`config.mk`:
```
export PLATFORM = sky130hd
export DESIGN_NAME = pdu_apb
export DESIGN_NICKNAME = d
export VERILOG_FILES = /design/src/rtl/pdu_pkg.sv /design/src/rtl/pdu_apb.sv
export SDC_FILE = /design/constraint.sdc
export NUM_CORES = 1
export LEC_CHECK = 0
export BUFFER_PORTS_ARGS = -buffer_cell sky130_fd_sc_hd__buf_2
export CAP_MARGIN = 20
export CORE_MARGIN = 8
export CORE_UTILIZATION = 53
export DETAILED_ROUTE_END_ITERATION = 12
export PLACE_DENSITY = 0.86
export SLEW_MARGIN = 20
export SYNTH_ARGS = -nofsm -noshare
export SYNTH_HDL_FRONTEND = slang
export SYNTH_SLANG_ARGS = --single-unit
```
`constraint.sdc`:
```
create_clock -name clk -period 1.3 [get_ports clk]
set_input_delay 0.065 -clock clk [delete_from_list [all_inputs] [get_ports clk]]
set_output_delay 0.065 -clock clk [all_outputs]
set_load 0.02 [all_outputs]
```
`src/rtl/pdu_pkg.sv`:
```
// pdu_pkg: shared widths, register codes, constants and types of the pid position drive
// no dependencies, compiled first

package pdu_pkg;

	// word field widths
	localparam int POS_W   = 16;
	localparam int CODE_W  = 8;
	localparam int DRIVE_W = 9;
	localparam int MAG_W   = 8;

	// configuration port
	localparam int GAIN_W  = 32;
	localparam int PADDR_W = 4;
	localparam int PDATA_W = 32;
	localparam int IDX_W   = 2;

	localparam logic [IDX_W-1:0] REG_KP = 2'd0;
	localparam logic [IDX_W-1:0] REG_KI = 2'd1;
	localparam logic [IDX_W-1:0] REG_KD = 2'd2;

	// error path
	localparam int ERR_W     = 17;
	localparam int DIFF_W    = ERR_W + 1;
	// error sum holds +-250 * 2^frac, so frac + 9 bits signed
	localparam int SUM_EXTRA = 9;

	// derivative product saturates the drive at 2^40
	localparam int DLIM_BIT = 40;

	// weighted sum width, enough for frac bits up to 16
	localparam int NSUM_W = 60;

	// scaled magnitude before the divide by 500, below 255 * 500
	localparam int H_W = 17;

	// floor(x / 125) = (x * 33555) >> 22 for x below 2^15
	localparam int DIV125_MUL = 33555;
	localparam int DIV125_SH  = 22;
	localparam int DIV125_W   = 16;

	localparam logic [MAG_W-1:0]          MAG_FULL  = 8'd255;
	localparam logic signed [DRIVE_W-1:0] DRIVE_MAX = 9'sd255;
	localparam logic signed [DRIVE_W-1:0] DRIVE_MIN = -9'sd255;

	typedef struct packed {
		logic signed [GAIN_W-1:0] kp;
		logic signed [GAIN_W-1:0] ki;
		logic signed [GAIN_W-1:0] kd;
	} pdu_gains_t;

	typedef struct packed {
		logic sat_pos;
		logic sat_neg;
	} pdu_sat_t;

endpackage

```
`src/rtl/pdu_apb.sv`:
```
// pdu_apb: apb-style register file holding the three pid gains
// depends on pdu_pkg

module pdu_apb (
	input  logic                            clk,
	input  logic                            arst_n,
	input  logic                            psel,
	input  logic                            penable,
	input  logic                            pwrite,
	input  logic [pdu_pkg::PADDR_W-1:0]     paddr,
	input  logic [pdu_pkg::PDATA_W-1:0]     pwdata,
	output logic [pdu_pkg::PDATA_W-1:0]     prdata,
	output logic                            pready,
	output pdu_pkg::pdu_gains_t             gains
);

	pdu_pkg::pdu_gains_t            gains_q;
	logic                           wr_en;
	logic [pdu_pkg::IDX_W-1:0]      idx;

	assign pready = 1'b1;
	assign wr_en  = psel && penable && pwrite;
	assign idx    = paddr[pdu_pkg::PADDR_W-1:2];
	assign gains  = gains_q;

	always_ff @(posedge clk or negedge arst_n) begin
		if (!arst_n) begin
			gains_q <= '0;
		end else if (wr_en) begin
			unique case (idx)
				pdu_pkg::REG_KP: begin
					gains_q.kp <= $signed(pwdata);
				end
				pdu_pkg::REG_KI: begin
					gains_q.ki <= $signed(pwdata);
				end
				pdu_pkg::REG_KD: begin
					gains_q.kd <= $signed(pwdata);
				end
				default: begin
				end
			endcase
		end
	end

	always_comb begin
		unique case (idx)
			pdu_pkg::REG_KP: prdata = gains_q.kp;
			pdu_pkg::REG_KI: prdata = gains_q.ki;
			pdu_pkg::REG_KD: prdata = gains_q.kd;
			default:         prdata = '0;
		endcase
	end

endmodule

```
==> impl_metrics.json <==
{
  "design.portCount": 170,
  "wl_um": 12200,
  "die_height_um": 107,
  "setup_tns_ns": 0,
  "min_path_type": "input pin to async pin",
  "max_clock_freq_mhz": 804,
  "finClkSkew_ns": 0,
  "yosysUniqueCellTypes": 17,
  "cts_max_level": 3,
  "peakVddDrop_mv": 0.954,
  "area_growth_pct": 38.9,
  "finalPower_uw": 9820,
  "critPathArrivalTime_ns": 1.18,
  "cts.path.max_buffers": 2,
  "rows": 33,
  "fin_crit_ns": 1.24,
  "worstPathRequired_ns": 1.24,
  "cts_tree": "built",
  "final_hold_viol_count": 0,
  "track_usage": 0.210,
  "antenna_found_initial": 0,
  "min_period_over_period": 0.957,
  "drt_iter0_markers": 100,
  "r2r_cells": 2,
  "path_max_fanout": 3,
  "coreArea_sq_um": 8090,
  "clock_latency_ns": 0.34,
  "ys_top_cells_by_area": "dfrtp_1, mux2_2, mux2_4, mux2i_1, o21ai_0",
  "grt_pass1_wl_um": 19300,
  "cts_buffers": 9,
  "drv_slew": 0,
  "power.density_nw_per_um2": 1620,
  "rsz0062_at_grt": "true",
  "dpl-instance-area_sq_um": 5460,
  "vias": 3383,
  "max-cap-violations": 0,
  "yosysWarnings": 0,
  "r2r_start": "gains[43]",
  "critical_path_cell_count": 3,
  "setup_violations": 0,
  "p_leak_uw": 0.00314,
  "grt_pass1_vias": 3726,
  "status": "finished clean",
  "syn_area_sq_um": 4370,
  "largest_reg_flops": 96,
  "path_buf_inv": 1,
  "grt_max_degree": 97,
  "detail_route.vias_per_cell": 5.26,
  "timing.rr.end": "gains[43]",
  "final_common_cell": "buf_2",
  "yosys_register_bits": 96,
  "rrSetupSlack_ns": 0.39,
  "cts_root_buf": "clkbuf_8",
  "whs_ns": 0.286,
  "die_w_um": 107,
  "avgSynthCellArea_sq_um": 13.8,
  "grt_overflow": 0,
  "dieArea_sq_um": 11400,
  "syn_nets": 357,
  "cpMaxStageDelayCell": "dfrtp_1",
  "end_kind": "output port",
  "yosysTopAreaCellShare": 0.549,
  "crit_family": "flip-flops",
  "cp-start-kind": "flip-flop",
  "ys_seq_area_frac": 0.549,
  "drive_above_1_share": 0.574,
  "gp_congestion": 0.767,
  "port_buffers": 166,
  "crit_chain": "mux2i_1 > o21ai_0 > buf_2",
  "drtAntennaViolNets": 0,
  "start_util": 0.540,
  "final_cells": 643,
  "fin_nets": 574,
  "finalInstanceArea_sq_um": 6070,
  "clk_pin_slew_worst_paths_ns": 0.09,
  "max_stage_delay_ns": 0.41,
  "drcViolationCount": 0,
  "antenna_cells": 0,
  "clock_sinks": 96,
  "hpwl_um": 8370,
  "dr.pass1.iters": 4,
  "wire_per_inst_um": 19.0,
  "crit_type": "flip-flop to output port",
  "final_cell_mix": "buf_2, dfrtp_1, mux2_2",
  "fillers": 516,
  "synth_top_area_cell": "dfrtp_1",
  "synth_cells": 316,
  "place_inst": 586
}
## cell type report
class	count	area, sq um	area share
flip-flops and latches	96	2400	0.396
clock buffers	12	155	0.0255
clock inverters	4	28.8	0.00474
repair buffers	228	1490	0.245
well taps	105	131	0.0216
multi-input cells	198	1870	0.307
## worst max path at each step
stage	startpoint	to	slack [ns]
after detailed placement	pwrite	gains[38]	-0.12
after floorplan	paddr[2]	gains[33]	0.05
final	gains[59]	prdata[27]	0.06
after global placement	pwrite	gains[36]	-0.08
after global routing	gains[60]	prdata[28]	-0.01
after CTS	gains[56]	prdata[24]	0.006
## tightest hold or removal path: stages
cell and delay (ns):
dlygate4sd3_1 0.53, buf_4 0.11, buf_12 0.36
## cell usage after synthesis
master     n
or3b_1     1
dfrtp_1   96
conb_1     1
mux2_1     2
nor3b_2    1
nor3_2     1
o21ai_0   32
nand3_2    1
clkbuf_1   7
buf_6      3
mux2_4    30
buf_2     10
mux2i_1   32
nor2b_1    1
mux2_2    64
nand2_1   32
buf_4      2
## where the power goes
group | internal, uW | switching [uW]
clock | 803 | 983
sequential | 3680 | 596
combinational | 1650 | 2100
## what timing repair did
item,CTS,global route
pin swaps,0,0
setup buffers,0,8
hold buffers,33,0
hold endpoints to repair,189,0
setup endpoints to repair,10,19
gates resized for setup,2,25
## kinds of logic (layout without fill, tap and decap cells)
family	count (synthesis)	after routing	share of synthesized area
other cells	1	1	0.000858
simple gates	37	37	0.0383
compound gates	32	32	0.0366
buf+inv	22	244	0.0286
mux	128	128	0.346
flops	96	96	0.549
## per-stage QoR
stage | worst slack (ns) | util
floorplan | 0.0458 | -
detailed placement | -0.117 | 0.675
CTS | 0.00643 | 0.739
global route | -0.0135 | 0.750
finish | 0.0561 | 0.750
global placement | -0.0822 | 0.675
## routing by layer
| metal | up-vias | wire (um) | track usage |
|---|---|---|---|
| li1 | 1547 | - | - |
| met1 | 1685 | 4810 | 0.235 |
| met2 | 134 | 6340 | 0.374 |
| met3 | 17 | 872 | 0.0588 |
| met4 | 0 | 203 | 0.0724 |
| met5 | - | 0 | 0 |
Power figures use the tool's default switching activity.
