**src/rtl/pdu_pkg.sv**
```systemverilog
// pdu_pkg: shared widths, register codes, constants and types of the pid position drive
// no dependencies, compiled first

package pdu_pkg;

	// word field widths
	localparam int POS_W   = 16;
	localparam int CODE_W  = 8;
	localparam int DRIVE_W = 9;
	localparam int MAG_W   = 8;

	// configuration port
	localparam int GAIN_W  = 32;
	localparam int PADDR_W = 4;
	localparam int PDATA_W = 32;
	localparam int IDX_W   = 2;

	localparam logic [IDX_W-1:0] REG_KP = 2'd0;
	localparam logic [IDX_W-1:0] REG_KI = 2'd1;
	localparam logic [IDX_W-1:0] REG_KD = 2'd2;

	// error path
	localparam int ERR_W     = 17;
	localparam int DIFF_W    = ERR_W + 1;
	// error sum holds +-250 * 2^frac, so frac + 9 bits signed
	localparam int SUM_EXTRA = 9;

	// derivative product saturates the drive at 2^40
	localparam int DLIM_BIT = 40;

	// weighted sum width, enough for frac bits up to 16
	localparam int NSUM_W = 60;

	// scaled magnitude before the divide by 500, below 255 * 500
	localparam int H_W = 17;

	// floor(x / 125) = (x * 33555) >> 22 for x below 2^15
	localparam int DIV125_MUL = 33555;
	localparam int DIV125_SH  = 22;
	localparam int DIV125_W   = 16;

	localparam logic [MAG_W-1:0]          MAG_FULL  = 8'd255;
	localparam logic signed [DRIVE_W-1:0] DRIVE_MAX = 9'sd255;
	localparam logic signed [DRIVE_W-1:0] DRIVE_MIN = -9'sd255;

	typedef struct packed {
		logic signed [GAIN_W-1:0] kp;
		logic signed [GAIN_W-1:0] ki;
		logic signed [GAIN_W-1:0] kd;
	} pdu_gains_t;

	typedef struct packed {
		logic sat_pos;
		logic sat_neg;
	} pdu_sat_t;

endpackage

```
**src/rtl/pdu_out.sv**
```systemverilog
// pdu_out: output clamp, scale by 255 over full scale, and the drive output register (s10..s12)
// depends on pdu_pkg

module pdu_out #(
	parameter int POSITION_FRAC_BITS = 14,
	parameter int GAIN_FRAC_BITS     = 16
) (
	input  logic                                clk,
	input  logic                                arst_n,
	input  logic                                up_valid,
	output logic                                up_ready,
	input  logic signed [pdu_pkg::NSUM_W-1:0]   n_sum,
	input  pdu_pkg::pdu_sat_t                   dsat,
	output logic                                dn_valid,
	input  logic                                dn_ready,
	output logic signed [pdu_pkg::DRIVE_W-1:0]  drive_value,
	output logic                                drive_direction,
	output logic [pdu_pkg::MAG_W-1:0]           drive_magnitude
);

	localparam int K      = POSITION_FRAC_BITS + GAIN_FRAC_BITS;
	localparam int NW     = pdu_pkg::NSUM_W;
	localparam int MAGK_W = K + 9;
	localparam int SC_W   = MAGK_W + 8;
	localparam int H_W    = pdu_pkg::H_W;
	localparam int QP_W   = H_W - 2 + pdu_pkg::DIV125_W;

	// full scale: 500 * 2^(gain frac + position frac)
	localparam logic signed [NW-1:0] T_POS = NW'(longint'(500) << K);
	localparam logic signed [NW-1:0] T_NEG = -T_POS;

	logic v_s10, v_s11, v_s12;
	logic ld_s10, ld_s11, ld_s12;

	logic [MAGK_W-1:0]                    mag_s10;
	logic                                 neg_s10, neg_s11;
	pdu_pkg::pdu_sat_t                    sat_s10, sat_s11;
	logic [H_W-1:0]                       h_s11;
	logic signed [pdu_pkg::DRIVE_W-1:0]   drive_s12;
	logic                                 dir_s12;
	logic [pdu_pkg::MAG_W-1:0]            mag_s12;

	logic [NW-1:0]                        nabs;
	pdu_pkg::pdu_sat_t                    sat_next;
	logic [SC_W-1:0]                      mp, sc;
	logic [QP_W-1:0]                      qp;
	logic [pdu_pkg::MAG_W-1:0]            q;
	logic signed [pdu_pkg::DRIVE_W-1:0]   qs;
	logic signed [pdu_pkg::DRIVE_W-1:0]   drive_next;
	logic                                 dir_next;
	logic [pdu_pkg::MAG_W-1:0]            mag_next;

	assign ld_s12   = !v_s12 || dn_ready;
	assign ld_s11   = !v_s11 || ld_s12;
	assign ld_s10   = !v_s10 || ld_s11;
	assign up_ready = ld_s10;

	assign dn_valid        = v_s12;
	assign drive_value     = drive_s12;
	assign drive_direction = dir_s12;
	assign drive_magnitude = mag_s12;

	// derivative saturation wins over the clamp of the sum
	assign sat_next.sat_pos = dsat.sat_pos || (!dsat.sat_neg && (n_sum >= T_POS));
	assign sat_next.sat_neg = !dsat.sat_pos && (dsat.sat_neg || (n_sum <= T_NEG));
	assign nabs = n_sum[NW-1] ? NW'(-n_sum) : NW'(n_sum);

	// floor(|n| * 255 / 2^K), below 255 * 500 when unclamped
	assign mp = SC_W'(mag_s10);
	assign sc = (mp << 8) - mp;

	// floor(h / 500) as floor((h / 4) / 125)
	assign qp = QP_W'(h_s11[H_W-1:2]) * QP_W'(pdu_pkg::DIV125_MUL);
	assign q  = qp[pdu_pkg::DIV125_SH +: pdu_pkg::MAG_W];
	assign qs = $signed({1'b0, q});

	always_comb begin
		if (sat_s11.sat_pos) begin
			drive_next = pdu_pkg::DRIVE_MAX;
			mag_next   = pdu_pkg::MAG_FULL;
			dir_next   = 1'b0;
		end else if (sat_s11.sat_neg) begin
			drive_next = pdu_pkg::DRIVE_MIN;
			mag_next   = pdu_pkg::MAG_FULL;
			dir_next   = 1'b1;
		end else begin
			drive_next = neg_s11 ? -qs : qs;
			mag_next   = q;
			dir_next   = neg_s11 || (q == '0);
		end
	end

	always_ff @(posedge clk or negedge arst_n) begin
		if (!arst_n) begin
			v_s10 <= 1'b0;
			v_s11 <= 1'b0;
			v_s12 <= 1'b0;
		end else begin
			if (ld_s10) v_s10 <= up_valid;
			if (ld_s11) v_s11 <= v_s10;
			if (ld_s12) v_s12 <= v_s11;
		end
	end

	always_ff @(posedge clk) begin
		if (ld_s10) begin
			mag_s10 <= nabs[MAGK_W-1:0];
			neg_s10 <= n_sum[NW-1];
			sat_s10 <= sat_next;
		end
		if (ld_s11) begin
			h_s11   <= sc[K +: H_W];
			neg_s11 <= neg_s10;
			sat_s11 <= sat_s10;
		end
		if (ld_s12) begin
			drive_s12 <= drive_next;
			dir_s12   <= dir_next;
			mag_s12   <= mag_next;
		end
	end

	a_sat_excl: assert property (@(posedge clk) disable iff (!arst_n)
		v_s10 |-> !(sat_s10.sat_pos && sat_s10.sat_neg))
		else $error("both clamp directions set");

	a_dir: assert property (@(posedge clk) disable iff (!arst_n)
		v_s12 |-> (dir_s12 == (drive_s12 <= 0)))
		else $error("direction disagrees with drive value");

	a_mag: assert property (@(posedge clk) disable iff (!arst_n)
		v_s12 |-> ((drive_s12 < 0) ? (-drive_s12 == $signed({1'b0, mag_s12}))
			: (drive_s12 == $signed({1'b0, mag_s12}))))
		else $error("magnitude disagrees with drive value");

endmodule

```
**config.mk**
```make
export PLATFORM = sky130hd
export DESIGN_NAME = pdu_out
export DESIGN_NICKNAME = d
export VERILOG_FILES = /design/src/rtl/pdu_pkg.sv /design/src/rtl/pdu_out.sv
export SDC_FILE = /design/constraint.sdc
export NUM_CORES = 1
export LEC_CHECK = 0
export ABC_AREA = 1
export BUFFER_PORTS_ARGS = -buffer_cell sky130_fd_sc_hd__buf_2
export CAP_MARGIN = 0
export CORE_MARGIN = 1.5
export CORE_UTILIZATION = 42
export DETAILED_ROUTE_END_ITERATION = 7
export HOLD_SLACK_MARGIN = 0.03
export PLACE_DENSITY = 0.65
export SYNTH_ARGS = -nofsm -noshare
export SYNTH_HDL_FRONTEND = slang
export SYNTH_SLANG_ARGS = --single-unit
```
**constraint.sdc**
```tcl
create_clock -name clk -period 4.84 [get_ports clk]
set_clock_uncertainty 0.05 [all_clocks]
set_input_delay 0.726 -clock clk [delete_from_list [all_inputs] [get_ports clk]]
set_output_delay 0.726 -clock clk [all_outputs]
set_load 0.03 [all_outputs]
```
==> results.sh, run 1 <==
export IMPL_cts_root_buffer="clkbuf_16"
export IMPL_h_tree_depth=3
export IMPL_drive_gt1_share_pct=19.0
export IMPL_setup_viol=8
export IMPL_worstPathArrival_ns=5.00
export IMPL_dieArea_mm2=0.0243
export IMPL_wl_mm=24.9
export IMPL_syn_nets=1582
export IMPL_grt_setup_unrepaired="yes"
export IMPL_syn_area_per_cell_um2=7.33
export IMPL_post_route_period_util_pct=103
export IMPL_critPathMaxFanout=4
export IMPL_syn_inst=1337
export IMPL_die_w_um=156
export IMPL_ff2ff_setup_slack_ns=-0.13
export IMPL_grt_pass1_vias=8602
export IMPL_overflow=0
export IMPL_cts_made_buffers=9
export IMPL_wl_per_cell_um=13.8
export IMPL_synthFlopType="edfxtp_1"
export IMPL_dpl_hpwl_mm=20.9
export IMPL_syn_area_mm2=0.00980
export IMPL_synth_edf_count=77
export IMPL_final_cells=1806
export IMPL_rows=55
export IMPL_synth_most_common_cell="nand2_1"
export IMPL_endpoint_kind="flip-flop"
export IMPL_final_nets=1733
export IMPL_dr_pass1_iters=5
export IMPL_synth_top_area_share_pct=23.6
export IMPL_relSlewSlack_pct=46.1
export IMPL_io_pins=86
export IMPL_dp_cells=1775
export IMPL_synth_area_leader_cell="edfxtp_1"
export IMPL_syn2layout_area_growth_pct=20.5
export IMPL_clk_latency_ns=0.35
export IMPL_synthArstFlopShare_pct=3.75
export IMPL_violations="setup timing"
export IMPL_clock_fmax_mhz=201
export IMPL_clkSlewWorstSetupHoldPaths_ns=0.07
export IMPL_r2r_end="drive_value[6]$_SDFFCE_PP1P_"
export IMPL_grt_max_degree=44
export IMPL_core_area_mm2=0.0228
export IMPL_rr_worst_depth=26
export IMPL_yosys_register_bits=80
export IMPL_cts_tree="built"
export IMPL_grtUsageTotal_pct=21.2
export IMPL_critPathKind="reg2reg"
export IMPL_tightest_slew_ns=0.807
export IMPL_drcViolationCount=0
export IMPL_start_util_pct=43.0
export IMPL_fin_crit_ns=4.97
export IMPL_maxCapViolations=0
export IMPL_die_h_um=156
export IMPL_vias=8887
export IMPL_synthTopCellsByArea="edfxtp_1 (24%), ha_1 (19%), nand2_1 (11%), inv_1 (11%), fa_1 (6.9%)"
export IMPL_maxSlewViolCount=0
export IMPL_required_ns=4.88
export IMPL_via_per_inst=4.92
export IMPL_clockBufferDepth=2
export IMPL_hp_class="in2async"
export IMPL_yosys_warnings=0
export IMPL_multiInputGateArea_mm2=0.00671
export IMPL_cts_sinks=80
export IMPL_gp_congestion=0.897
export IMPL_regArea_mm2=0.00239
export IMPL_grt_first_pass_wirelength_mm=41.2
export IMPL_hold_buffers=0
export IMPL_final_hold_violation_count=0
export IMPL_drt_initial_drc_count=469
export IMPL_ant_nets=0
export IMPL_start_kind="flip-flop"
export IMPL_yosysSeqAreaShare_pct=24.3
export IMPL_yosysUniqueCellTypes=42
export IMPL_ys_top_cells_by_count="nand2_1 (295), inv_1 (293), ha_1 (145), nor2_1 (145), edfxtp_1 (77)"
export IMPL_port_buffers=85
export IMPL_reg2reg_from="h_s11[15]$_DFFE_PP_"
export IMPL_fin_ws_ns=-0.128
export IMPL_status="finished, violations left"
export IMPL_n_antenna_cell=0
export IMPL_fill_cells=2229
export IMPL_antenna_found_initial=0
how the worst max path moves through the flow:
stage | cells past startpoint | slack [ns] | start | end
finish | 26 | -0.13 | h_s11[15]$_DFFE_PP_ | drive_value[6]$_SDFFCE_PP1P_
floorplan | 24 | 0.03 | h_s11[16]$_DFFE_PP_ | drive_value[6]$_SDFFCE_PP1P_
global placement | 25 | -0.16 | h_s11[15]$_DFFE_PP_ | drive_value[6]$_SDFFCE_PP1P_
global route | 26 | -0.30 | h_s11[12]$_DFFE_PP_ | drive_value[7]$_SDFFCE_PP1P_
CTS | 24 | -0.13 | h_s11[15]$_DFFE_PP_ | drive_value[6]$_SDFFCE_PP1P_
detailed placement | 25 | -0.26 | h_s11[15]$_DFFE_PP_ | drive_value[6]$_SDFFCE_PP1P_
critical path, stage by stage, from the launching register on:
cell and delay [ns]:
edfxtp_1 0.42, inv_2 0.07, ha_4 0.27, inv_2 0.04, fa_1 0.49, inv_2 0.04, fa_2 0.52, inv_2 0.04
fa_2 0.53, fa_1 0.45, ha_4 0.25, ha_4 0.29, nand2_4 0.08, nor2_4 0.10, buf_4 0.11, buf_4 0.09
nand2_1 0.04, nor2_1 0.08, nand2_1 0.11, nand4_1 0.16, nand2_4 0.09, inv_2 0.08, nor2_4 0.04, nand2_2 0.07
nand2_1 0.05, nand2_1 0.09, nand3_2 0.07
routing by layer:
metal,routed length [um],vias to the layer above,global-route usage [%]
li1,-,4597,-
met1,12700,4045,31.6
met2,10700,210,32.5
met3,1120,35,2.33
met4,436,0,5.58
met5,0,-,0
per-stage QoR:
stage               worst slack [ns]  hold WS [ns]  area (um2)  setup TNS [ns]  utilization [%]
finish                        -0.128         0.117       11800          -0.652             51.9
CTS                           -0.132         0.105       11500          -0.777             50.5
detailed placement            -0.262         0.361       11000           -2.04             48.2
global placement              -0.163         0.369       11000          -0.865             48.2
global route                  -0.296         0.105       11800           -2.43             51.9
floorplan                     0.0315         0.350        9850               0                -
cell type report:
type                       instances  area share [%]
multi-input combinational        953            56.8
clock inverter                     7           0.868
clock buffer                       9            1.91
timing repair buffer             145            7.44
inverter                         299            9.50
tap                              313            3.31
sequential                        80            20.2
placed cells by master, fill, tap and decap left out, types with 36 or more instances in the layout:
cell,instances
inv_1,286
ha_1,128
buf_2,85
nand3_1,45
edfxtp_1,77
buf_4,59
xor2_1,36
o21ai_0,38
a21oi_1,52
nand2_1,268
nor2_1,127
repair_timing:
item                                    in CTS  in global routing
buffers inserted                             7                  8
pin swaps                                   30                 47
resized for setup                           32                 60
endpoints found under the setup margin      12                 17
state kept, by name, indices dropped and copies added (netlist names), 2 cells and up:
name             cells
mag_s10             39
sat_s10              2
drive_value          8
sat_s11              2
drive_magnitude      8
h_s11               15
logic make-up after synthesis:
family	share of synthesized area, %
and+or+nand+nor	26.1
buffers and inverters	11.7
adders and majority gates	25.4
AOI/OAI and AO/OA	8.46
DFF	24.3
xor gates and xnor gates	3.93
Power of run 1 is left out: the tool's default activity adds up to more than one toggle a clock period on the data nets, which glitch-free logic cannot reach.
==> inputs of run 2 (changes only) <==
- CORE_MARGIN: 1.5 -> 1
- SETUP_SLACK_MARGIN: default -> 0.5
==> results.sh, run 2 (synthesis results as in run 1) <==
export IMPL_dr_pass1_iters=5
export IMPL_start_kind="flip-flop"
export IMPL_ff2ff_setup_slack_ns=-0.11
export IMPL_top_register="mag_s10"
export IMPL_fill_cells=2229
export IMPL_cts_root_buffer="clkbuf_16"
export IMPL_grt_setup_unrepaired="yes"
export IMPL_reg2reg_from="h_s11[16]$_DFFE_PP_"
export IMPL_antenna_found_initial=0
export IMPL_grtUsageMet1_pct=31.2
export IMPL_core_area_mm2=0.0228
export IMPL_status="finished, violations left"
export IMPL_ant_nets=0
export IMPL_hp_class="in2async"
export IMPL_critPathMaxFanout=4
export IMPL_rows=55
export IMPL_syn2layout_area_growth_pct=20.1
export IMPL_fin_ws_ns=-0.111
export IMPL_clk_latency_ns=0.35
export IMPL_maxCapViolations=0
export IMPL_grtUsageTotal_pct=21.3
export IMPL_clkSlewWorstSetupHoldPaths_ns=0.07
export IMPL_endpoint_kind="flip-flop"
export IMPL_tightest_slew_ns=0.759
export IMPL_multiInputGateArea_mm2=0.00676
export IMPL_h_tree_depth=3
export IMPL_final_common_cell="inv_1"
export IMPL_port_buffers=85
export IMPL_largest_reg_flops=39
export IMPL_wl_mm=24.6
export IMPL_met3_usage_pct=1.60
export IMPL_dpl_hpwl_mm=21.0
export IMPL_grt_first_pass_wirelength_mm=40.6
export IMPL_critPathKind="reg2reg"
export IMPL_die_w_um=155
export IMPL_cp_common_cell="nand2_1"
export IMPL_required_ns=4.89
export IMPL_drcViolationCount=0
export IMPL_relSlewSlack_pct=49.3
export IMPL_n_antenna_cell=0
export IMPL_slowest_delay_ns=0.52
export IMPL_setup_viol=8
export IMPL_cts_sinks=80
export IMPL_dieArea_mm2=0.0240
export IMPL_final_nets=1722
export IMPL_cts_made_buffers=9
export IMPL_hold_ws_ns=0.113
export IMPL_r2r_end="drive_value[7]$_SDFFCE_PP1P_"
export IMPL_grt_busiest_layer="met2"
export IMPL_fin_crit_ns=4.95
export IMPL_grt_pass1_vias=8547
export IMPL_drive_gt1_share_pct=19.1
export IMPL_vias=8874
export IMPL_die_h_um=155
export IMPL_drt_initial_drc_count=442
export IMPL_post_route_period_util_pct=102
export IMPL_io_pins=86
export IMPL_gp_congestion=0.900
export IMPL_wl_per_cell_um=13.7
export IMPL_via_per_inst=4.94
export IMPL_regArea_mm2=0.00239
export IMPL_clockBufferDepth=2
export IMPL_largest_registers="mag_s10 (39), h_s11 (15)"
export IMPL_overflow=0
export IMPL_maxSlewViolCount=0
export IMPL_grt_max_degree=44
export IMPL_global_route_usage_met2_pct=33.8
export IMPL_rr_worst_depth=25
export IMPL_cts_tree="built"
export IMPL_final_cell_mix="inv_1 (282), nand2_1 (261), nor2_1 (130)"
export IMPL_worstPathArrival_ns=5.00
export IMPL_violations="setup timing"
export IMPL_final_hold_violation_count=0
export IMPL_slowest_stage="fa_2"
export IMPL_clock_fmax_mhz=202
export IMPL_start_util_pct=43.0
==> run 2: cell count changes in the layout (fill, tap and decap cells not counted), moves of 2 or more <==
cell and delta:
buf_4 -15, buf_6 +3, bufinv_16 -2, inv_1 -4, inv_2 +2, inv_4 +2
nand2_1 -7, nand2_2 +6, nand3_1 -2, nor2_1 +3, nor2_2 -5, nor2_4 +2
==> run 2: layer usage <==
| metal | up-vias | wire [um] |
|---|---|---|
| li1 | 4587 | - |
| met4 | 0 | 435 |
| met1 | 4041 | 12500 |
| met5 | - | 0 |
| met3 | 27 | 1040 |
| met2 | 219 | 10600 |
==> run 2: worst max path at each step <==
stage	startpoint	end	slack [ns]
floorplan	h_s11[16]$_DFFE_PP_	drive_value[6]$_SDFFCE_PP1P_	0.15
CTS	h_s11[16]$_DFFE_PP_	drive_value[6]$_SDFFCE_PP1P_	-0.12
finish	h_s11[16]$_DFFE_PP_	drive_value[7]$_SDFFCE_PP1P_	-0.11
detailed placement	h_s11[15]$_DFFE_PP_	drive_value[6]$_SDFFCE_PP1P_	-0.14
global placement	h_s11[15]$_DFFE_PP_	drive_value[6]$_SDFFCE_PP1P_	-0.06
global route	h_s11[15]$_DFFE_PP_	drive_value[6]$_SDFFCE_PP1P_	-0.34
==> run 2: repair_timing <==
action | CTS | global route
resized for setup | 34 | 55
hold buffers | 0 | 0
pin swaps | 33 | 33
endpoints found under the setup margin | 17 | 17
hold endpoints to repair | 0 | 0
setup buffers | 9 | 4
==> run 2: cell type report <==
cell class	count	share of cell area (%)
clock inverters	7	0.531
inverters	299	9.57
flip-flops and latches	80	20.3
well taps	313	3.33
multi-input cells	953	57.4
clock buffers	9	1.91
repair buffers	134	6.97
==> run 2: per-stage QoR <==
step	worst slack (ns)	instance area [um2]	util, %	instances	TNS (ns)
2_1_floorplan	0.152	9940	-	1337	0
3_3_place_gp	-0.0558	11000	48.4	1766	-0.170
4_1_cts	-0.122	11500	50.6	1791	-0.699
5_1_grt	-0.339	11800	51.7	1795	-2.84
6_report	-0.111	11800	51.7	1795	-0.611
3_5_place_dp	-0.144	11000	48.4	1766	-0.641
==> run 2: worst max-delay path: cells and delay by family, from the launching register on <==
| kind | cells | cell delay [ns] |
|---|---|---|
| and+or+nand+nor | 13 | 1.06 |
| buffers and inverters | 5 | 0.35 |
| adders and majority gates | 7 | 2.80 |
| DFF | 1 | 0.45 |
Power of run 2 is left out for the same reason.
==> inputs of run 3 (changes only) <==
--- a/config.mk
+++ b/config.mk
@@ -15,2 +15,3 @@
 export PLACE_DENSITY = 0.65
+export REMOVE_ABC_BUFFERS = 1
 export SETUP_SLACK_MARGIN = 0.5
--- a/constraint.sdc
+++ b/constraint.sdc
@@ -4,2 +4,2 @@
 set_output_delay 0.726 -clock clk [all_outputs]
-set_load 0.03 [all_outputs]
+set_load 0.1 [all_outputs]
==> results.sh, run 3 (synthesis results as in run 1) <==
export IMPL_slowest_delay_ns=0.54
export IMPL_worstPathArrival_ns=5.00
export IMPL_dr_pass1_iters=5
export IMPL_fill_cells=2175
export IMPL_startpoint="h_s11[16]$_DFFE_PP_"
export IMPL_setup_tns_ns=-0.665
export IMPL_endpoint_kind="flip-flop"
export IMPL_cp_top_family="adder cells"
export IMPL_cts_made_buffers=9
export IMPL_critPathMaxFanout=5
export IMPL_core_area_mm2=0.0228
export IMPL_r2r_end="drive_value[6]$_SDFFCE_PP1P_"
export IMPL_start_kind="flip-flop"
export IMPL_dpl_hpwl_mm=20.9
export IMPL_fin_crit_ns=4.96
export IMPL_final_cell_mix="inv_1 (282), nand2_1 (260), ha_1 (130)"
export IMPL_vias=8952
export IMPL_clk_latency_ns=0.35
export IMPL_endpoint="drive_value[6]$_SDFFCE_PP1P_"
export IMPL_finish_utilization_pct=52.1
export IMPL_largest_registers="mag_s10 (39), h_s11 (15)"
export IMPL_final_hold_violation_count=0
export IMPL_drt_initial_drc_count=460
export IMPL_grtUsageTotal_pct=21.2
export IMPL_die_h_um=155
export IMPL_drive_gt1_share_pct=20.0
export IMPL_tightest_slew_ns=0.808
export IMPL_post_route_period_util_pct=103
export IMPL_port_buffers=85
export IMPL_ant_nets=0
export IMPL_status="finished, violations left"
export IMPL_maxCapViolations=0
export IMPL_largest_reg_flops=39
export IMPL_clkSlewWorstSetupHoldPaths_ns=0.07
export IMPL_rows=55
export IMPL_maxSlewViolCount=0
export IMPL_grt_pass1_vias=8684
export IMPL_relSlewSlack_pct=46.0
export IMPL_h_tree_depth=3
export IMPL_io_pins=86
export IMPL_start_util_pct=43.0
export IMPL_slowest_stage="fa_2"
export IMPL_final_common_cell="inv_1"
export IMPL_violations="setup timing"
export IMPL_path_cells="ha_4, inv_2, fa_2, inv_2, fa_2, inv_2, fa_2, fa_1, ha_4, ha_4, nand2_4, buf_6, nor3_2, nand2_1, nand3b_1, nand2_4, ha_4, nand2_4, nor2_8, nand2_2, nand2_1, nand2_1, nand3_1"
export IMPL_cp_common_cell="ha_4"
export IMPL_clockBufferDepth=2
export IMPL_reg2reg_from="h_s11[16]$_DFFE_PP_"
export IMPL_via_per_inst=4.95
export IMPL_cts_tree="built"
export IMPL_cts_root_buffer="clkbuf_16"
export IMPL_drcViolationCount=0
export IMPL_fin_ws_ns=-0.124
export IMPL_cp_num_buf_inv=4
export IMPL_dieArea_mm2=0.0240
export IMPL_setup_viol=9
export IMPL_overflow=0
export IMPL_cts_sinks=80
export IMPL_gp_congestion=0.906
export IMPL_antenna_found_initial=0
export IMPL_wl_per_cell_um=13.6
export IMPL_n_antenna_cell=0
export IMPL_ff2ff_setup_slack_ns=-0.12
export IMPL_dp_slack_ns=-0.359
export IMPL_required_ns=4.88
export IMPL_die_w_um=155
export IMPL_wl_mm=24.7
export IMPL_clock_fmax_mhz=201
export IMPL_top_register="mag_s10"
export IMPL_placed_cell_area_mm2=0.0110
export IMPL_final_nets=1737
export IMPL_grt_setup_unrepaired="yes"
export IMPL_grt_first_pass_wirelength_mm=40.7
export IMPL_hp_class="in2async"
export IMPL_critPathKind="reg2reg"
export IMPL_cp_depth=23
export IMPL_grt_max_degree=44
export IMPL_rr_worst_depth=23
export IMPL_syn2layout_area_growth_pct=21.1
export IMPL_fin_area_mm2=0.0119
## run 3: cell count changes in the layout (fill, tap and decap cells not counted), sizes merged
cell	previous run	this run
buf	134	149
clkbuf	9	10
bufinv	0	2
inv	304	301
clkinv	2	0
clkinvlp	0	2
## run 3: what timing repair did
action                                  4_1_cts  5_1_grt
pin swaps                                    38       22
hold buffers                                  0        0
endpoints found under the setup margin       17       17
setup buffers                                 5        6
hold endpoints to repair                      0        0
resized for setup                            75       44
## run 3: worst min-delay path by stage
stage                                    start  cells past startpoint                    to
after floorplan              neg_s10$_DFFE_PP_                      0     neg_s11$_DFFE_PP_
after global placement    sat_s10[0]$_DFFE_PP_                      0  sat_s11[0]$_DFFE_PP_
after detailed placement  sat_s10[1]$_DFFE_PP_                      0  sat_s11[1]$_DFFE_PP_
after CTS                               arst_n                      1  dn_valid$_DFFE_PN0P_
after global routing                    arst_n                      1  dn_valid$_DFFE_PN0P_
final                                   arst_n                      1  dn_valid$_DFFE_PN0P_
## run 3: layout make-up
type	instances	area, um2	area share (%)
multi-input combinational	953	6720	56.6
timing repair buffer	149	925	7.79
tap	313	392	3.30
inverter	299	1120	9.46
clock inverter	6	92.6	0.780
clock buffer	10	229	1.93
sequential	80	2390	20.1
## run 3: metrics by stage
stage	hold WS, ns	cells
final	0.109	1810
after global routing	0.0996	1810
after CTS	0.103	1804
after detailed placement	0.359	1783
after global placement	0.364	1783
after floorplan	0.350	1332
## run 3: metal layers
metal  GRT usage, %  vias to the layer above  wire [um]
li1               -                     4621          -
met1           31.2                     4066      12300
met2           33.6                      244      10700
met3           2.24                       21       1360
met4           4.38                        0        251
met5              0                        -          0
Power of run 3 is left out for the same reason.
