### src/rtl/pdu_pkg.sv
// pdu_pkg: shared widths, register codes, constants and types of the pid position drive
// no dependencies, compiled first

package pdu_pkg;

	// word field widths
	localparam int POS_W   = 16;
	localparam int CODE_W  = 8;
	localparam int DRIVE_W = 9;
	localparam int MAG_W   = 8;

	// configuration port
	localparam int GAIN_W  = 32;
	localparam int PADDR_W = 4;
	localparam int PDATA_W = 32;
	localparam int IDX_W   = 2;

	localparam logic [IDX_W-1:0] REG_KP = 2'd0;
	localparam logic [IDX_W-1:0] REG_KI = 2'd1;
	localparam logic [IDX_W-1:0] REG_KD = 2'd2;

	// error path
	localparam int ERR_W     = 17;
	localparam int DIFF_W    = ERR_W + 1;
	// error sum holds +-250 * 2^frac, so frac + 9 bits signed
	localparam int SUM_EXTRA = 9;

	// derivative product saturates the drive at 2^40
	localparam int DLIM_BIT = 40;

	// weighted sum width, enough for frac bits up to 16
	localparam int NSUM_W = 60;

	// scaled magnitude before the divide by 500, below 255 * 500
	localparam int H_W = 17;

	// floor(x / 125) = (x * 33555) >> 22 for x below 2^15
	localparam int DIV125_MUL = 33555;
	localparam int DIV125_SH  = 22;
	localparam int DIV125_W   = 16;

	localparam logic [MAG_W-1:0]          MAG_FULL  = 8'd255;
	localparam logic signed [DRIVE_W-1:0] DRIVE_MAX = 9'sd255;
	localparam logic signed [DRIVE_W-1:0] DRIVE_MIN = -9'sd255;

	typedef struct packed {
		logic signed [GAIN_W-1:0] kp;
		logic signed [GAIN_W-1:0] ki;
		logic signed [GAIN_W-1:0] kd;
	} pdu_gains_t;

	typedef struct packed {
		logic sat_pos;
		logic sat_neg;
	} pdu_sat_t;

endpackage

### src/rtl/pdu_front.sv
// pdu_front: target mapping, error, clamped error sum and derivative difference (s1..s5)
// depends on pdu_pkg

module pdu_front #(
	parameter int POSITION_FRAC_BITS = 14
) (
	input  logic                                                    clk,
	input  logic                                                    arst_n,
	input  logic                                                    up_valid,
	output logic                                                    up_ready,
	input  logic [pdu_pkg::POS_W-1:0]                               position_sample,
	input  logic [pdu_pkg::CODE_W-1:0]                              target_code,
	output logic                                                    dn_valid,
	input  logic                                                    dn_ready,
	output logic signed [pdu_pkg::ERR_W-1:0]                        err,
	output logic signed [POSITION_FRAC_BITS+pdu_pkg::SUM_EXTRA-1:0] err_sum,
	output logic signed [pdu_pkg::DIFF_W-1:0]                       err_diff
);

	localparam int    P          = POSITION_FRAC_BITS;
	localparam longint RELEASED_Q = ((longint'(108) << P) + 50) / 100;
	localparam longint SPAN_Q     = ((longint'(73) << P) + 50) / 100;
	localparam int    X_W        = P + 8;
	// reciprocal of 255, exact for any x below 2^X_W
	localparam int    RS         = X_W + 8;
	localparam longint RECIP      = ((longint'(1) << RS) + 254) / 255;
	localparam int    RECIP_W    = X_W + 1;
	localparam int    PR_W       = X_W + RECIP_W;
	localparam int    TGT_W      = P + 1;
	localparam int    TD_W       = ((TGT_W > pdu_pkg::POS_W) ? TGT_W : pdu_pkg::POS_W) + 1;
	localparam int    SUM_W      = P + pdu_pkg::SUM_EXTRA;
	localparam int    ERR_W      = pdu_pkg::ERR_W;
	localparam int    DIFF_W     = pdu_pkg::DIFF_W;

	localparam logic signed [TD_W-1:0]  ERR_HI = TD_W'((1 << (ERR_W - 1)) - 1);
	localparam logic signed [TD_W-1:0]  ERR_LO = ~ERR_HI;
	localparam logic signed [SUM_W:0]   LIM_HI = (SUM_W + 1)'(longint'(250) << P);
	localparam logic signed [SUM_W:0]   LIM_LO = -LIM_HI;

	// stage valids and load enables
	logic v_s1, v_s2, v_s3, v_s4, v_s5;
	logic ld_s1, ld_s2, ld_s3, ld_s4, ld_s5;

	// stage payloads
	logic [pdu_pkg::POS_W-1:0]   pos_s1, pos_s2, pos_s3;
	logic [pdu_pkg::CODE_W-1:0]  code_s1;
	logic [X_W-1:0]              x_s2;
	logic [TGT_W-1:0]            tgt_s3;
	logic signed [ERR_W-1:0]     err_s4, err_s5;
	logic signed [SUM_W-1:0]     sum_s5;
	logic signed [DIFF_W-1:0]    diff_s5;

	// loop state
	logic signed [SUM_W-1:0]     sum_q;
	logic signed [ERR_W-1:0]     last_q;

	logic [X_W-1:0]              x_next;
	logic [PR_W-1:0]             prod;
	logic [P-1:0]                quot;
	logic [TGT_W-1:0]            tgt_next;
	logic signed [TD_W-1:0]      td;
	logic signed [ERR_W-1:0]     err_next;
	logic signed [SUM_W:0]       sum_wide;
	logic signed [SUM_W-1:0]     sum_next;
	logic signed [DIFF_W-1:0]    diff_next;
	logic                        enter_s5;

	assign ld_s5    = !v_s5 || dn_ready;
	assign ld_s4    = !v_s4 || ld_s5;
	assign ld_s3    = !v_s3 || ld_s4;
	assign ld_s2    = !v_s2 || ld_s3;
	assign ld_s1    = !v_s1 || ld_s2;
	assign up_ready = ld_s1;
	assign enter_s5 = ld_s5 && v_s4;

	assign dn_valid = v_s5;
	assign err      = err_s5;
	assign err_sum  = sum_s5;
	assign err_diff = diff_s5;

	// code * span + half of 255
	assign x_next   = X_W'(code_s1) * X_W'(SPAN_Q) + X_W'(127);
	assign prod     = PR_W'(x_s2) * PR_W'(RECIP);
	assign quot     = prod[RS +: P];
	assign tgt_next = TGT_W'(RELEASED_Q) + TGT_W'(quot);

	assign td = $signed(TD_W'(tgt_s3)) - $signed(TD_W'(pos_s3));

	always_comb begin
		if (td > ERR_HI) begin
			err_next = $signed(ERR_HI[ERR_W-1:0]);
		end else if (td < ERR_LO) begin
			err_next = $signed(ERR_LO[ERR_W-1:0]);
		end else begin
			err_next = $signed(td[ERR_W-1:0]);
		end
	end

	assign sum_wide  = (SUM_W + 1)'(sum_q) + (SUM_W + 1)'(err_s4);
	assign diff_next = DIFF_W'(err_s4) - DIFF_W'(last_q);

	always_comb begin
		if (sum_wide > LIM_HI) begin
			sum_next = $signed(LIM_HI[SUM_W-1:0]);
		end else if (sum_wide < LIM_LO) begin
			sum_next = $signed(LIM_LO[SUM_W-1:0]);
		end else begin
			sum_next = $signed(sum_wide[SUM_W-1:0]);
		end
	end

	always_ff @(posedge clk or negedge arst_n) begin
		if (!arst_n) begin
			v_s1   <= 1'b0;
			v_s2   <= 1'b0;
			v_s3   <= 1'b0;
			v_s4   <= 1'b0;
			v_s5   <= 1'b0;
			sum_q  <= '0;
			last_q <= '0;
		end else begin
			if (ld_s1) v_s1 <= up_valid;
			if (ld_s2) v_s2 <= v_s1;
			if (ld_s3) v_s3 <= v_s2;
			if (ld_s4) v_s4 <= v_s3;
			if (ld_s5) v_s5 <= v_s4;
			if (enter_s5) begin
				sum_q  <= sum_next;
				last_q <= err_s4;
			end
		end
	end

	always_ff @(posedge clk) begin
		if (ld_s1) begin
			pos_s1  <= position_sample;
			code_s1 <= target_code;
		end
		if (ld_s2) begin
			pos_s2 <= pos_s1;
			x_s2   <= x_next;
		end
		if (ld_s3) begin
			pos_s3 <= pos_s2;
			tgt_s3 <= tgt_next;
		end
		if (ld_s4) begin
			err_s4 <= err_next;
		end
		if (ld_s5) begin
			err_s5  <= err_s4;
			sum_s5  <= sum_next;
			diff_s5 <= diff_next;
		end
	end

	// integral clamp holds at all times
	a_sum_bound: assert property (@(posedge clk) disable iff (!arst_n)
		((SUM_W + 1)'(sum_q) <= LIM_HI) && ((SUM_W + 1)'(sum_q) >= LIM_LO))
		else $error("error sum outside clamp");

	// each word entering s5 leaves its error as the next derivative reference
	a_last_err: assert property (@(posedge clk) disable iff (!arst_n)
		enter_s5 |=> (last_q == $past(err_s4)) && (sum_s5 == sum_q))
		else $error("loop state not updated with word entering s5");

endmodule

### config.mk
export PLATFORM = sky130hd
export DESIGN_NAME = pdu_front
export DESIGN_NICKNAME = d
export VERILOG_FILES = /design/src/rtl/pdu_pkg.sv /design/src/rtl/pdu_front.sv
export SDC_FILE = /design/constraint.sdc
export NUM_CORES = 1
export LEC_CHECK = 0
export ABC_AREA = 1
export BUFFER_PORTS_ARGS = -buffer_cell sky130_fd_sc_hd__buf_2
export CORE_ASPECT_RATIO = 1.1
export CORE_MARGIN = 5
export CORE_UTILIZATION = 45
export DETAILED_ROUTE_END_ITERATION = 8
export PLACE_DENSITY_LB_ADDON = 0.05
export SLEW_MARGIN = 40
export SYNTH_ARGS = -nofsm -noshare
export SYNTH_HDL_FRONTEND = slang
export SYNTH_SLANG_ARGS = --single-unit
### constraint.sdc
create_clock -name clk -period 23 [get_ports clk]
set_input_delay 6.9 -clock clk [delete_from_list [all_inputs] [get_ports clk]]
set_output_delay 6.9 -clock clk [all_outputs]
set_load 0.05 [all_outputs]
==> Implementation_results.wiki, run 1 <==
{| class="wikitable"
! Metric !! Value
|-
| Status || finished clean
|-
| Worst-path fanout max || 60
|-
| Cell area after synthesis || between 15000 and 20000 um^2
|-
| Placer congestion estimate || 0.898
|-
| Post-CTS setup-driven buffer insertion count || 0
|-
| Netlist cell types || between 40 and 50
|-
| End point of the critical path || up_ready
|-
| Drc violations || 0
|-
| Die ar. || between 30000 and 40000 um^2
|-
| Arrival time at the worst endpoint || 9.43 ns
|-
| Clock period minus final worst setup slack || 16.33 ns
|-
| Length in cells of the worst reg-to-reg path || 17
|-
| Port Buf Inserts || between 80 and 90
|-
| Number of core rows || 72
|-
| HPWL after detailed placement || 29500 um
|-
| Syn nets || 2164
|-
| Syn_area_per_cell || 8.58 um^2
|-
| Number of max-cap violations || 0
|-
| Wire length of the first global-routing pass || just under 60000 um
|-
| Setup slack of the most critical reg-to-reg path || about 18 ns
|-
| Width of the die || approximately 190 um
|-
| Root Driver || sky130_fd_sc_hd__clkbuf_16
|-
| Largest net degree at the start of global routing || 61
|-
| Critical register-to-register path startpoint || code_s1[6]
|-
| GRT Total Usage || 17.9%
|-
| CTS tree || built
|-
| Hold_buf cts || 0
|-
| Critical path launch point || dn_ready
|-
| Worst Setup Path Type || in2out
|-
| Number of top-level pins || 88
|-
| Clock tree skew after final layout || 0.0225 ns
|-
| Share of post-route cells with drive strength above 1 || 9.67%
|-
| Antenna violation net count after detailed routing || 0
|-
| Setup tns final || 0 ns
|-
| Slew HR || 46.8%
|-
| Routed vias || 11952
|-
| Core area || between 30000 and 40000 um^2
|-
| Number of global-route vias before repair || ~12000
|-
| Number of clock sinks || 210
|-
| Sequential cell area fraction in the yosys report || between 30% and 40%
|-
| Area overhead of the layout relative to synthesis || 11.4%
|-
| Total number of yosys warnings || 0
|-
| Total number of H-tree levels || 1
|-
| Total congestion overflow || 0
|-
| Required time reported for the critical path endpoint || 16.10 ns
|-
| Total count of max-transition violations in the final report || 0
|-
| Number of flops mapped to enable cells by yosys || 165
|-
| Register clock-pin slew on the reported worst setup and hold paths || 0.07 ns
|-
| Violation count after the first detailed-route iteration || 496
|-
| RSZ-0062 raised after global routing || no
|-
| Biggest area contributors in the synthesized netlist || sky130_fd_sc_hd__edfxtp_1, sky130_fd_sc_hd__ha_1, sky130_fd_sc_hd__nand2_1
|-
| Antenna fix cells || 0
|-
| Post-cts gate resize count || 0
|-
| Yosys top cell area share || between 30% and 40%
|-
| Number of detailed-route iterations in the first pass || 5
|-
| Yosys top cell by area || sky130_fd_sc_hd__edfxtp_1
|-
| #FFs+latches synth || 210
|-
| Reg2reg end || x_s2[21]
|-
| Largest buffer count on any clock path || 3
|-
| Hold/Removal Path Class || reg2reg
|-
| Final clock period utilization by the worst path || 71.0%
|-
| Initial antenna violation count || 0
|-
| Number of CTS-inserted buffers || 24
|-
| Starting utilization of the core area || 45.6%
|-
| Commonest cells after routing, fill and taps aside || sky130_fd_sc_hd__nand2_1, sky130_fd_sc_hd__inv_1, sky130_fd_sc_hd__ha_1
|-
| Type of destination of the critical path || output port
|-
| Least-Margin Pin Slew || 0.794 ns
|-
| Fraction of registers with async set or reset after synthesis || 21.4%
|-
| Fmax || 0.0612 GHz
|-
| Final net count || 2270
|-
| WL final || 35600 um
|-
| Flip-flop cell with the highest count after synthesis || sky130_fd_sc_hd__edfxtp_1
|-
| Worst-skew pair later-pin latency || 0.53 ns
|-
| Wirelength per Cell || 14.4 um
|-
| Most common cell after layout, fill and taps aside || sky130_fd_sc_hd__nand2_1
|-
| Setup Viol. Count Final || 0
|-
| Gate Count Post-Synth || 1872
|-
| Count of final hold-check violations || 0
|-
| Category of the worst setup path launch point || primary input
|-
| Vias per std cell || 4.83
|-
| Die extent in y || 208 um
|}
[flip-flops by register name, indices dropped and copies added, names as in the netlist, 8 cells and up]
register and flops:
sum_q 23, err_sum 23, pos_s3 16, err 17, tgt_s3 15, err_s4 17
pos_s2 16, last_q 17, code_s1 8, x_s2 19, err_diff 18, pos_s1 16
[cell type report]
cell class / instances / area, um^2
clock buffers: 29 / 641
clock inverters: 15 / 186
fillers: 3430 / 17300
inverters: 345 / 1290
multi-input cells: 1304 / 8610
flip-flops and latches: 210 / 6080
well taps: 481 / 602
repair buffers: 93 / 480
[worst min-delay path by stage]
stage / to / startpoint / slack, ns / cells after the start
after global placement: pos_s3[14] / pos_s2[14] / 0.40 / 0
final: pos_s3[12] / pos_s2[12] / 0.42 / 0
after floorplan: pos_s2[0] / pos_s1[0] / 0.40 / 0
after global routing: pos_s2[6] / pos_s1[6] / 0.43 / 0
after detailed placement: pos_s2[1] / pos_s1[1] / 0.41 / 0
after CTS: pos_s3[12] / pos_s2[12] / 0.42 / 0
[critical path: stages]
cell and delay (ns):
sky130_fd_sc_hd__buf_2 0.08, sky130_fd_sc_hd__nor2_1 0.07, sky130_fd_sc_hd__inv_2 0.05, sky130_fd_sc_hd__buf_4 0.57, sky130_fd_sc_hd__nor2_1 0.08, sky130_fd_sc_hd__inv_1 0.53
sky130_fd_sc_hd__nor2_1 0.08, sky130_fd_sc_hd__inv_1 0.07, sky130_fd_sc_hd__buf_4 0.36, sky130_fd_sc_hd__nor2_1 0.13, sky130_fd_sc_hd__nand2_1 0.18, sky130_fd_sc_hd__buf_2 0.30
[cells in the mapped netlist, drive strengths merged (6+ instances only)]
master and number:
xor2 44, xnor2 19, nand3b 27, nand4 15, a21oi 95, nand3 71, clkbuf 7, o21bai 13
o31ai 6, edfxtp 165, nor3 15, o21ai 46, inv 344, ha 225, a21o 6, buf 6
nor2 133, dfrtp 45, fa 39, nand2 523
[layer usage]
| metal | share of wire, % | vias to the layer above | global-route usage [%] |
|---|---|---|---|
| met4 | 2.8 | 0 | 5.40 |
| met3 | 3.1 | 57 | 2.08 |
| met1 | 43 | 5472 | 22.0 |
| li1 | - | 6273 | - |
| met5 | 0 | - | 0 |
| met2 | 51 | 150 | 32.8 |
[cells by family after synthesis]
group / count (synthesis) / synth area share, %
flops: 210 / 37.8
fa+ha+maj: 264 / 22.4
xor+xnor: 63 / 3.55
compound gates: 183 / 6.57
buf+inv: 358 / 8.58
simple gates: 794 / 21.1
[through the flow]
stage | setup WS, ns | hold WS, ns | util, % | cell area, um^2 | cells
floorplan | 5.71 | 0.400 | - | 16100 | 1872
global placement | 6.59 | 0.404 | 48.5 | 17100 | 2433
detailed placement | 6.57 | 0.406 | 48.5 | 17100 | 2433
CTS | 6.56 | 0.421 | 50.8 | 17900 | 2477
global route | 6.33 | 0.427 | 50.8 | 17900 | 2477
finish | 6.67 | 0.420 | 50.8 | 17900 | 2477
Power of run 1 is not shown: default switching activity piles up to over one toggle a cycle in this logic, so the estimate is an artifact.
==> run 2: changes to the inputs <==
clock period = 17 ns   (was 23 ns; I/O delays follow)
==> run 2 against run 1 <==
Clock skew shrank 0.0056 ns; worst setup slack lost 2.7 ns; critical endpoint unchanged; routed wire length grew 0.28%; largest cell class unchanged; critical path type unchanged; cell count is the same.
==> Implementation_results.wiki, run 2 (synthesis results as in run 1) <==
{| class="wikitable"
! Metric !! Value
|-
| Status || finished clean
|-
| Routed vias || 11931 (-0.18%)
|-
| Die ar. || 39600 um^2 (unchanged)
|-
| Violation count after the first detailed-route iteration || 476 (-4.0%)
|-
| Number of max-cap violations || 0 (unchanged)
|-
| Hold/Removal Path Class || reg2reg
|-
| Reg2reg end || x_s2[21]
|-
| Total congestion overflow || 0 (unchanged)
|-
| Register clock-pin slew on the reported worst setup and hold paths || 0.06 ns (about the same)
|-
| Least-Margin Pin Slew || 0.789 ns (-0.00498 ns)
|-
| Non-filler instance count after layout || 2477 (unchanged)
|-
| Die extent in y || 208 um (unchanged)
|-
| Total number of H-tree levels || 1 (unchanged)
|-
| Core area || 35200 um^2 (unchanged)
|-
| Setup slack of the most critical reg-to-reg path || 12.01 ns (-6.08 ns)
|-
| Post-cts gate resize count || 0 (unchanged)
|-
| Final net count || 2270 (unchanged)
|-
| Number of detailed-route iterations in the first pass || 5 (unchanged)
|-
| Worst-skew pair later-pin latency || 0.53 ns (about the same)
|-
| Largest buffer count on any clock path || 3 (unchanged)
|-
| Post-CTS setup-driven buffer insertion count || 0 (unchanged)
|-
| Number of core rows || 72 (unchanged)
|-
| HPWL after detailed placement || 29500 um (-0.32%)
|-
| Type of destination of the critical path || output port
|-
| CTS tree || built
|-
| Fmax || roughly 0.077 GHz
|-
| WL final || 35700 um (+0.28%)
|-
| Wirelength per Cell || 14.4 um (+0.28%)
|-
| Slew HR || 47.1% (+0.33 points)
|-
| Starting utilization of the core area || 45.6% (unchanged)
|-
| Worst-path fanout max || 60 (unchanged)
|-
| Hold path cells || 0 (unchanged)
|-
| Number of CTS-inserted buffers || 24 (unchanged)
|-
| Category of the worst setup path launch point || primary input
|-
| Setup Viol. Count Final || 0 (unchanged)
|-
| Placer congestion estimate || 0.891 (-0.72%)
|-
| Worst Setup Path Type || in2out
|-
| HP Start || pos_s2[1]
|-
| Count of final hold-check violations || 0 (unchanged)
|-
| Largest net degree at the start of global routing || 61 (unchanged)
|-
| Total count of max-transition violations in the final report || 0 (unchanged)
|-
| Clock tree skew after final layout || 0.0168 ns (-0.00563 ns)
|-
| Post-placement worst setup slack || 3.89 ns (-2.68 ns)
|-
| Width of the die || 190 um (unchanged)
|-
| Area overhead of the layout relative to synthesis || 11.3% (about the same)
|-
| RSZ-0062 raised after global routing || no
|-
| Critical register-to-register path startpoint || code_s1[6]
|-
| Required time reported for the critical path endpoint || 11.90 ns (-4.20 ns)
|-
| Drc violations || 0 (unchanged)
|-
| Share of post-route cells with drive strength above 1 || 9.62% (-0.050 points)
|-
| Hold WS || 0.415 ns (-0.00510 ns)
|-
| Number of global-route vias before repair || 11822 (-1.3%)
|-
| Vias per std cell || 4.82 (-0.18%)
|-
| Final clock period utilization by the worst path || 76.7%
|-
| Number of clock sinks || 210 (unchanged)
|-
| Arrival time at the worst endpoint || 7.93 ns (-1.50 ns)
|-
| Dpl cells || 2433 (unchanged)
|-
| Initial antenna violation count || 0 (unchanged)
|-
| Wire length of the first global-routing pass || 58300 um (+0.26%)
|-
| Hold Path Sink || pos_s3[1]
|-
| Clock period minus final worst setup slack || approximately 13 ns
|-
| Commonest cells after routing, fill and taps aside || sky130_fd_sc_hd__nand2_1, sky130_fd_sc_hd__inv_1, sky130_fd_sc_hd__ha_1
|-
| Antenna fix cells || 0 (unchanged)
|-
| Most common cell after layout, fill and taps aside || sky130_fd_sc_hd__nand2_1
|-
| Root Driver || sky130_fd_sc_hd__clkbuf_16
|-
| GRT Total Usage || 18.0% (+0.14 points)
|-
| Hold_buf cts || 0 (unchanged)
|-
| Setup tns final || 0 ns (unchanged)
|-
| Length in cells of the worst reg-to-reg path || 17 (unchanged)
|-
| Number of top-level pins || 88 (unchanged)
|-
| Antenna violation net count after detailed routing || 0 (unchanged)
|-
| Post-route setup slack || 3.97 ns (-2.70 ns)
|-
| Port Buf Inserts || 87 (unchanged)
|}
==> run 2: critical path, cell delays in order <==
cell and delay [ns]:
sky130_fd_sc_hd__buf_2 0.07, sky130_fd_sc_hd__nor2_1 0.07, sky130_fd_sc_hd__inv_2 0.05, sky130_fd_sc_hd__buf_4 0.57
sky130_fd_sc_hd__nor2_1 0.08, sky130_fd_sc_hd__inv_1 0.53, sky130_fd_sc_hd__nor2_1 0.08, sky130_fd_sc_hd__inv_1 0.08
sky130_fd_sc_hd__buf_4 0.35, sky130_fd_sc_hd__nor2_1 0.12, sky130_fd_sc_hd__nand2_1 0.08, sky130_fd_sc_hd__buf_4 0.37
sky130_fd_sc_hd__buf_2 0.35
==> run 2: worst max-delay path by stage <==
stage | start | end | slack (ns) | depth (start not counted)
after floorplan | dn_ready | up_ready | 3.31 | 8
after global placement | dn_ready | up_ready | 3.96 | 13
after detailed placement | dn_ready | up_ready | 3.89 | 13
after CTS | dn_ready | up_ready | 3.88 | 13
after global routing | dn_ready | up_ready | 3.59 | 13
final | dn_ready | up_ready | 3.97 | 13
==> run 2: per-layer routing <==
layer	track usage, %	share of wire (%)
met2	33.4	51
met5	0	0
met3	2.03	3.2
met4	4.53	2.3
met1	22.3	43
==> run 2: layout make-up <==
| class | instances | area (um^2) |
|---|---|---|
| Tap cell | 481 | 602 |
| Timing Repair Buffer | 93 | 480 |
| Sequential cell | 210 | 6080 |
| Fill cell | 3360 | 17300 |
| Clock buffer | 30 | 644 |
| Clock inverter | 14 | 173 |
| Inverter | 345 | 1290 |
| Multi-Input combinational cell | 1304 | 8610 |
==> run 2: per-stage QoR <==
step / instance area [um^2] / utilization [%]
6_report: 17900 / 50.8
5_1_grt: 17900 / 50.8
4_1_cts: 17900 / 50.8
3_5_place_dp: 17100 / 48.5
3_3_place_gp: 17100 / 48.5
2_1_floorplan: 16100 / -
Power of run 2 is left out for the same reason.
==> run 3: changes to the inputs <==
clock period = 10.5 ns   (was 17 ns; I/O delays follow)
==> run 3 against run 2 <==
Sequential cell count stayed put; die area stayed put; critical endpoint unchanged; register-to-register slack worse by 6.5 ns; core utilization is 0.23 points lower; non-clock buffer count stayed put; sequential share of layout area is 0.16 points higher; cell area is 0.46% lower.
==> Implementation_results.wiki, run 3 (synthesis results as in run 1) <==
{| class="wikitable"
! Metric !! Value
|-
| Status || finished clean
|-
| Total number of H-tree levels || 1 (unchanged)
|-
| Reg2reg end || x_s2[21]
|-
| Setup slack of the most critical reg-to-reg path || 5.51 ns (-6.50 ns)
|-
| Antenna violation net count after detailed routing || 0 (unchanged)
|-
| Die ar. || 39600 um^2 (unchanged)
|-
| Maximum cell stage delay along the critical path || 0.31 ns (-0.26 ns)
|-
| Largest buffer count on any clock path || 3 (unchanged)
|-
| Core area || 35200 um^2 (unchanged)
|-
| Violation count after the first detailed-route iteration || 521 (+9.5%)
|-
| GRT Total Usage || 18.2% (+0.16 points)
|-
| Length in cells of the worst reg-to-reg path || 17 (unchanged)
|-
| Number of CTS-inserted buffers || 24 (unchanged)
|-
| Fillers || 3426 (+2.0%)
|-
| End point of the critical path || up_ready
|-
| Critical register-to-register path startpoint || code_s1[5]
|-
| Type of destination of the critical path || output port
|-
| Initial antenna violation count || 0 (unchanged)
|-
| Worst-skew pair later-pin latency || 0.52 ns (about the same)
|-
| Dpl cells || 2433 (unchanged)
|-
| HPWL after detailed placement || 29600 um (+0.66%)
|-
| RSZ-0062 raised after global routing || no
|-
| Buffers & Inverters on Critical Path || 5 (-3)
|-
| Area overhead of the layout relative to synthesis || 10.8%
|-
| Final net count || 2270 (unchanged)
|-
| Die extent in y || 208 um (unchanged)
|-
| Hold_buf cts || 0 (unchanged)
|-
| Register clock-pin slew on the reported worst setup and hold paths || 0.06 ns (about the same)
|-
| Most common cell after layout, fill and taps aside || sky130_fd_sc_hd__nand2_1
|-
| Fmax || 0.124 GHz
|-
| Count of final hold-check violations || 0 (unchanged)
|-
| Slowest cell on the critical path || sky130_fd_sc_hd__inv_1
|-
| Vias per std cell || 4.85 (+0.70%)
|-
| Commonest cells after routing, fill and taps aside || sky130_fd_sc_hd__nand2_1, sky130_fd_sc_hd__inv_1, sky130_fd_sc_hd__ha_1
|-
| Top Family by Delay on Critical Path || simple AND/OR/NAND/NOR gates
|-
| Setup tns final || 0 ns (unchanged)
|-
| Drc violations || 0 (unchanged)
|-
| Number of global-route vias before repair || 11982 (+1.4%)
|-
| Arrival time at the worst endpoint || 4.90 ns (-3.03 ns)
|-
| Post-cts gate resize count || 0 (unchanged)
|-
| Placer congestion estimate || 0.889 (-0.22%)
|-
| Hold/Removal Path Class || reg2reg
|-
| Wirelength per Cell || 14.5 um (+0.58%)
|-
| Post-CTS setup-driven buffer insertion count || 0 (unchanged)
|-
| Number of detailed-route iterations in the first pass || 7 (+2)
|-
| Cell-by-cell listing of the critical path || buf_2, nor2_1, inv_2, nor2_1, inv_1, nor2_1, inv_1, nor2_1, nand2_1, buf_2
|-
| Number of clock sinks || 210 (unchanged)
|-
| Clock period minus final worst setup slack || 8.05 ns
|-
| Least-Margin Pin Slew || 0.744 ns (-0.0447 ns)
|-
| Starting utilization of the core area || 45.6% (unchanged)
|-
| Number of core rows || 72 (unchanged)
|-
| Critical path launch point || dn_ready
|-
| Total count of max-transition violations in the final report || 0 (unchanged)
|-
| WL final || 35900 um (+0.54%)
|-
| Largest net degree at the start of global routing || 60 (-1.6%)
|-
| Total congestion overflow || 0 (unchanged)
|-
| Setup Viol. Count Final || 0 (unchanged)
|-
| Number of max-cap violations || 0 (unchanged)
|-
| Levels on crit path || 10 (-3)
|-
| Wire length of the first global-routing pass || 59100 um (+1.3%)
|-
| Slew HR || 50.4% (+3.2 points)
|-
| Category of the worst setup path launch point || primary input
|-
| Number of top-level pins || 88 (unchanged)
|-
| Clock tree skew after final layout || 0.0143 ns (-0.00252 ns)
|-
| Routed vias || 12010 (+0.66%)
|-
| Worst Setup Path Type || in2out
|-
| Hold WS || 0.415 ns (-0.0000550 ns)
|-
| Non-filler instance count after layout || 2476 (-0.040%)
|-
| CTS tree || built
|-
| Final clock period utilization by the worst path || 76.6%
|-
| Worst-path fanout max || 19 (-68%)
|-
| Dominant cell type by count on the critical path || sky130_fd_sc_hd__nor2_1
|-
| Port Buf Inserts || 87 (unchanged)
|-
| Width of the die || 190 um (unchanged)
|-
| Root Driver || sky130_fd_sc_hd__clkbuf_16
|-
| Required time reported for the critical path endpoint || 7.35 ns (-4.55 ns)
|-
| Share of post-route cells with drive strength above 1 || 9.47% (-0.15 points)
|-
| Antenna fix cells || 0 (unchanged)
|}
## run 3: changes by cell type in the layout (fill, tap and decap cells not counted)
cell,delta
sky130_fd_sc_hd__clkinvlp_4,-3
sky130_fd_sc_hd__clkbuf_8,+1
sky130_fd_sc_hd__clkinv_1,-1
sky130_fd_sc_hd__bufinv_16,-3
sky130_fd_sc_hd__inv_2,+1
sky130_fd_sc_hd__clkbuf_1,+3
sky130_fd_sc_hd__clkinv_2,+1
## run 3: metal layers
| metal | part of all wire [%] | global-route usage [%] | wire [um] |
|---|---|---|---|
| met1 | 44 | 22.5 | 15700 |
| met3 | 2.9 | 2.10 | 1050 |
| met5 | 0 | 0 | 0 |
| met4 | 2.4 | 4.83 | 877 |
| met2 | 51 | 33.5 | 18200 |
## run 3: metrics by stage
stage	cell area (um^2)	setup slack (ns)	utilization [%]
floorplan	16100	0.711	-
global placement	17100	2.34	48.5
detailed placement	17100	2.37	48.5
CTS	17800	2.37	50.6
global route	17800	2.20	50.6
finish	17800	2.45	50.6
## run 3: worst min-delay path by stage
| stage | from | to | slack (ns) | cells after the start |
|---|---|---|---|---|
| final | pos_s2[4] | pos_s3[4] | 0.41 | 0 |
| after global routing | pos_s1[1] | pos_s2[1] | 0.43 | 0 |
| after CTS | pos_s1[1] | pos_s2[1] | 0.42 | 0 |
| after detailed placement | pos_s1[1] | pos_s2[1] | 0.40 | 0 |
| after global placement | pos_s2[3] | pos_s3[3] | 0.40 | 0 |
| after floorplan | pos_s1[0] | pos_s2[0] | 0.40 | 0 |
## run 3: layout make-up
cell class / instances / area (um^2) / share of cell area [%]
clock inverter: 9 / 65.1 / 0.365
timing repair buffer: 93 / 480 / 2.70
sequential: 210 / 6080 / 34.1
tap: 481 / 602 / 3.38
multi-input combinational: 1304 / 8610 / 48.4
inverter: 345 / 1290 / 7.27
clock buffer: 34 / 669 / 3.76
Power of run 3 is left out for the same reason.
